File: src/apre_pkg.sv
`timescale 1ns / 1ps
// shared types, request codes and control structs of the alpha plane rectangle engine
package apre_pkg;

  localparam int DEF_MAX_WIDTH  = 512;
  localparam int DEF_MAX_HEIGHT = 512;

  localparam logic [9:0] PLANE_WIDTH_RESET = 10'd512;

  localparam logic [2:0] OP_GET  = 3'd0;
  localparam logic [2:0] OP_FILL = 3'd1;
  localparam logic [2:0] OP_LCUT = 3'd2;
  localparam logic [2:0] OP_UCUT = 3'd3;
  localparam logic [2:0] OP_COPY = 3'd4;

  typedef struct packed {
    logic [2:0] req_type;
    logic [8:0] x;
    logic [8:0] y;
    logic [9:0] rect_width;
    logic [9:0] rect_height;
    logic [8:0] dest_x;
    logic [8:0] dest_y;
    logic [7:0] threshold;
    logic [7:0] level;
  } req_t;

  typedef struct packed {
    logic [7:0] pixel_value;
    logic       status;
  } res_t;

  typedef struct packed {
    logic clr;
    logic load;
    logic check;
    logic start;
    logic mul_s;
    logic mul_d;
    logic addr;
    logic dir;
    logic rd;
    logic wr;
  } cmd_t;

  typedef struct packed {
    logic clr_last;
    logic skip;
    logic last_col;
    logic last_row;
  } stat_t;

endpackage

File: src/apre_ctrl.sv
`timescale 1ns / 1ps
// controller state machine: clearing pass, bounds check, row and pixel walk
module apre_ctrl import apre_pkg::*; (
  input  logic  clk,
  input  logic  rst,
  input  logic  start,
  input  stat_t stat,
  output cmd_t  cmd,
  output logic  busy,
  output logic  done
);

  typedef enum logic [10:0] {
    S_CLEAR = 11'b000_0000_0001,
    S_IDLE  = 11'b000_0000_0010,
    S_CHECK = 11'b000_0000_0100,
    S_START = 11'b000_0000_1000,
    S_MUL_S = 11'b000_0001_0000,
    S_MUL_D = 11'b000_0010_0000,
    S_ADDR  = 11'b000_0100_0000,
    S_DIR   = 11'b000_1000_0000,
    S_RD    = 11'b001_0000_0000,
    S_WR    = 11'b010_0000_0000,
    S_DONE  = 11'b100_0000_0000
  } state_t;

  state_t state;
  state_t state_next;

  always_ff @(posedge clk) begin
    if (rst) begin
      state <= S_CLEAR;
    end else begin
      state <= state_next;
    end
  end

  always_comb begin
    state_next = state;
    cmd        = '0;
    unique case (state)
      S_CLEAR: begin
        cmd.clr = 1'b1;
        if (stat.clr_last) state_next = S_IDLE;
      end
      S_IDLE: begin
        if (start) begin
          cmd.load   = 1'b1;
          state_next = S_CHECK;
        end
      end
      S_CHECK: begin
        cmd.check  = 1'b1;
        state_next = S_START;
      end
      S_START: begin
        cmd.start  = 1'b1;
        state_next = stat.skip ? S_DONE : S_MUL_S;
      end
      S_MUL_S: begin
        cmd.mul_s  = 1'b1;
        state_next = S_MUL_D;
      end
      S_MUL_D: begin
        cmd.mul_d  = 1'b1;
        state_next = S_ADDR;
      end
      S_ADDR: begin
        cmd.addr   = 1'b1;
        state_next = S_DIR;
      end
      S_DIR: begin
        cmd.dir    = 1'b1;
        state_next = S_RD;
      end
      S_RD: begin
        cmd.rd     = 1'b1;
        state_next = S_WR;
      end
      S_WR: begin
        cmd.wr = 1'b1;
        if (!stat.last_col) begin
          state_next = S_RD;
        end else if (stat.last_row) begin
          state_next = S_DONE;
        end else begin
          state_next = S_MUL_S;
        end
      end
      S_DONE: begin
        state_next = S_IDLE;
      end
      default: begin
        state_next = S_CLEAR;
      end
    endcase
  end

  assign busy = (state != S_IDLE);
  assign done = (state == S_DONE);

endmodule

File: config.mk
export PLATFORM = sky130hd
export DESIGN_NAME = apre_ctrl
export DESIGN_NICKNAME = d
export VERILOG_FILES = /design/src/apre_pkg.sv /design/src/apre_ctrl.sv
export SDC_FILE = /design/constraint.sdc
export NUM_CORES = 1
export LEC_CHECK = 0
export BUFFER_PORTS_ARGS = -buffer_cell sky130_fd_sc_hd__buf_2
export CORE_UTILIZATION = 45
export CTS_CLUSTER_DIAMETER = 80
export DETAILED_ROUTE_END_ITERATION = 6
export GPL_ROUTABILITY_DRIVEN = 0
export PLACE_DENSITY_LB_ADDON = 0.08
export SLEW_MARGIN = 20
export SYNTH_ARGS = -nofsm -noshare
export SYNTH_HDL_FRONTEND = slang
export SYNTH_SLANG_ARGS = --single-unit
File: constraint.sdc
create_clock -name clk -period 2.7 [get_ports clk]
set_input_delay 0.54 -clock clk [delete_from_list [all_inputs] [get_ports clk]]
set_output_delay 0.54 -clock clk [all_outputs]
set_load 0.02 [all_outputs]
==> flow_summary.json <==
{
  "clock_latency_ns": 0.27,
  "multi_input_area_um2": 488.0,
  "grtUsageTotal_pct": 20.26,
  "drt_first_iter_violations": 31,
  "hpwl_mm": 1.196,
  "antenna_found_initial": 0,
  "htreeDepth": 1,
  "avgSynthCellArea_um2": 9.151,
  "synth-simple-area-share_pct": 47.85,
  "failed_checks": "DRC",
  "tightest_slew_ns": 0.4797,
  "final-seq-area_um2": 220.2,
  "end_kind": "output pin",
  "reg_top3": "state x11",
  "fmax_mhz": 403.4,
  "drc": 1,
  "root_buffer": "clkbuf_4",
  "synth_top_family_by_area": "simple AND/OR/NAND/NOR gates",
  "powerDensity_nw_per_um2": 403.1,
  "largest_register": "state",
  "final_common_cell": "buf_2",
  "synthAdderAreaFrac_pct": 0,
  "status": "finished with violations",
  "wl_mm": 1.663,
  "ctsResizeCount": 0,
  "crit_type": "reg2out",
  "synth_xor_area_share_pct": 3.339,
  "grt_pass1_vias": 601,
  "ys_warn_count": 0,
  "cts_tree": "done",
  "numCtsBuffers": 3,
  "vias_per_cell": 5.786,
  "total_power_mw": 0.3470,
  "muxShareOfSynthArea_pct": 0,
  "mostFrequentLayoutCells": "18 x buf_2, 11 x dfxtp_1, 9 x nor2_1",
  "critPathArrivalTime_ns": 1.94,
  "netlist.area_leader.share_pct": 27.98,
  "power.leakage_nw": 0.3568,
  "clk_path_buf_depth": 2,
  "die_h_um": 43.82,
  "wl_per_cell_um": 14.21,
  "clk_pin_slew_worst_paths_ns": 0.08,
  "period_minus_slack_ns": 2.479,
  "async_flop_share_pct": 0,
  "synthCells": 86,
  "hold_path_class": "in2reg",
  "fin_skew_ns": 0.006232,
  "grt_max_degree": 11,
  "synth_edf_count": 0,
  "synth_top_area_cell": "dfxtp_1",
  "drv_cap": 0,
  "ys_seq_area_share_pct": 27.98,
  "firstDrtPassIters": 6,
  "fin_nets": 109,
  "ys_ff_latch": 11,
  "antenna_left": 0,
  "syn_to_final_growth_pct": 9.380,
  "diodes": 0,
  "die_x_um": 43.82,
  "largest_reg_flops": 11,
  "ir_worst_vdd_mv": 0.2853,
  "postCtsSetupRepairBufs": 0,
  "synth_flop_cell": "dfxtp_1",
  "hold_buffers": 0,
  "numPortBuffers": 18,
  "hold_viol_final": 0,
  "die_area_um2": 1920,
  "rsz0062_at_grt": "no",
  "setup_tns_ns": 0,
  "initial_core_util_pct": 49.92,
  "synth-compound-area-share_pct": 10.81,
  "cts.sinks": 11,
  "grt_pass1_wl_mm": 2.808,
  "n_fill_cell": 146,
  "start_kind": "register",
  "cp.required_ns": 2.16,
  "synth_nets": 93,
  "vias": 677,
  "synth_area_um2": 787.0,
  "io_pins": 19,
  "rows": 14,
  "period_share_pct": 91.80,
  "grt.overflow.total": 0,
  "synth.distinct_cells": 41,
  "core_um2": 1577,
  "setup_viol": 0,
  "drv_slew": 0,
  "yosys-top-cells-area": "dfxtp_1 28%, nor4_4 8.1%, nor3_1 4.5%",
  "layout-drive-gt1-share_pct": 29.70,
  "path_max_fanout": 7,
  "slew_headroom_pct": 67.60
}
==> area by class of cell <==
type | count | share of cell area, %
timing repair buffer | 18 | 10.47
clock inverter | 1 | 0.5814
inverter | 4 | 1.744
sequential | 11 | 25.58
clock buffer | 3 | 2.616
multi-input combinational | 64 | 56.69
tap | 16 | 2.326
==> synth_stat cells, drive strengths merged (2+ instances only) <==
| master | instances |
|---|---|
| a21oi | 2 |
| and2b | 2 |
| buf | 5 |
| dfxtp | 11 |
| inv | 4 |
| nand2b | 4 |
| nand3 | 3 |
| nand4 | 2 |
| nor2 | 9 |
| nor3 | 8 |
| nor3b | 3 |
| nor4 | 4 |
| nor4b | 4 |
| o311ai | 2 |
| or4 | 2 |
| xnor2 | 2 |
==> report_power, final <==
part / leakage (nW) / internal (mW) / switching [mW]
Clock: 0.0177 / 0.0549 / 0.0597
Sequential: 0.0891 / 0.166 / 0.00802
Combinational: 0.250 / 0.0262 / 0.0326
Total: 0.357 / 0.247 / 0.100
==> layer usage <==
layer / wire, um / part of all wire (%) / track usage, % / vias to the layer above
met4: 11 / 0.66 / 5.625 / 0
met2: 723 / 43 / 30.75 / 19
met3: 87 / 5.2 / 6.250 / 2
li1: - / - / - / 357
met1: 841 / 51 / 27.59 / 299
met5: 0 / 0 / 0 / -
==> per-stage QoR <==
stage          instance area, um^2  setup slack [ns]  util, %  hold WS (ns)  cells
6_report                     860.8            0.2213    54.60        0.5318    117
3_3_place_gp                 833.3            0.5299    52.86        0.6008    113
2_1_floorplan                787.0            0.4615        -        0.5201     86
3_5_place_dp                 833.3            0.5357    52.86        0.5930    113
5_1_grt                      860.8           0.08998    54.60        0.5383    117
4_1_cts                      860.8            0.2296    54.60        0.5270    117
==> critical path, cell delays in order, from the launching register on <==
cell	delay [ns]
dfxtp_1	0.40
or4_1	0.67
nor4_4	0.29
inv_2	0.07
nor2_1	0.08
buf_2	0.16
==> kinds of logic (layout without fill, tap and decap cells) <==
family,count (synthesis),count (layout)
AND/OR/NAND/NOR,50,50
buffers and inverters,11,26
flip-flops,11,11
AO/OA/AOI/OAI,11,11
XOR/XNOR,3,3
==> path summary, 6_finish.rpt <==
| path | endpoint | startpoint | slack [ns] | cells past startpoint |
|---|---|---|---|---|
| max | cmd[8] | state[5]$_SDFFE_PP0P_ | 0.22 | 5 |
| min | state[10]$_SDFFE_PP0P_ | stat[0] | 0.53 | 3 |
| max reg2reg | state[7]$_SDFFE_PP0P_ | state[5]$_SDFFE_PP0P_ | 0.87 | 3 |
| min reg2reg | state[3]$_SDFFE_PP0P_ | state[2]$_SDFFE_PP0P_ | 0.62 | 2 |
Power figures use the tool's default switching activity.
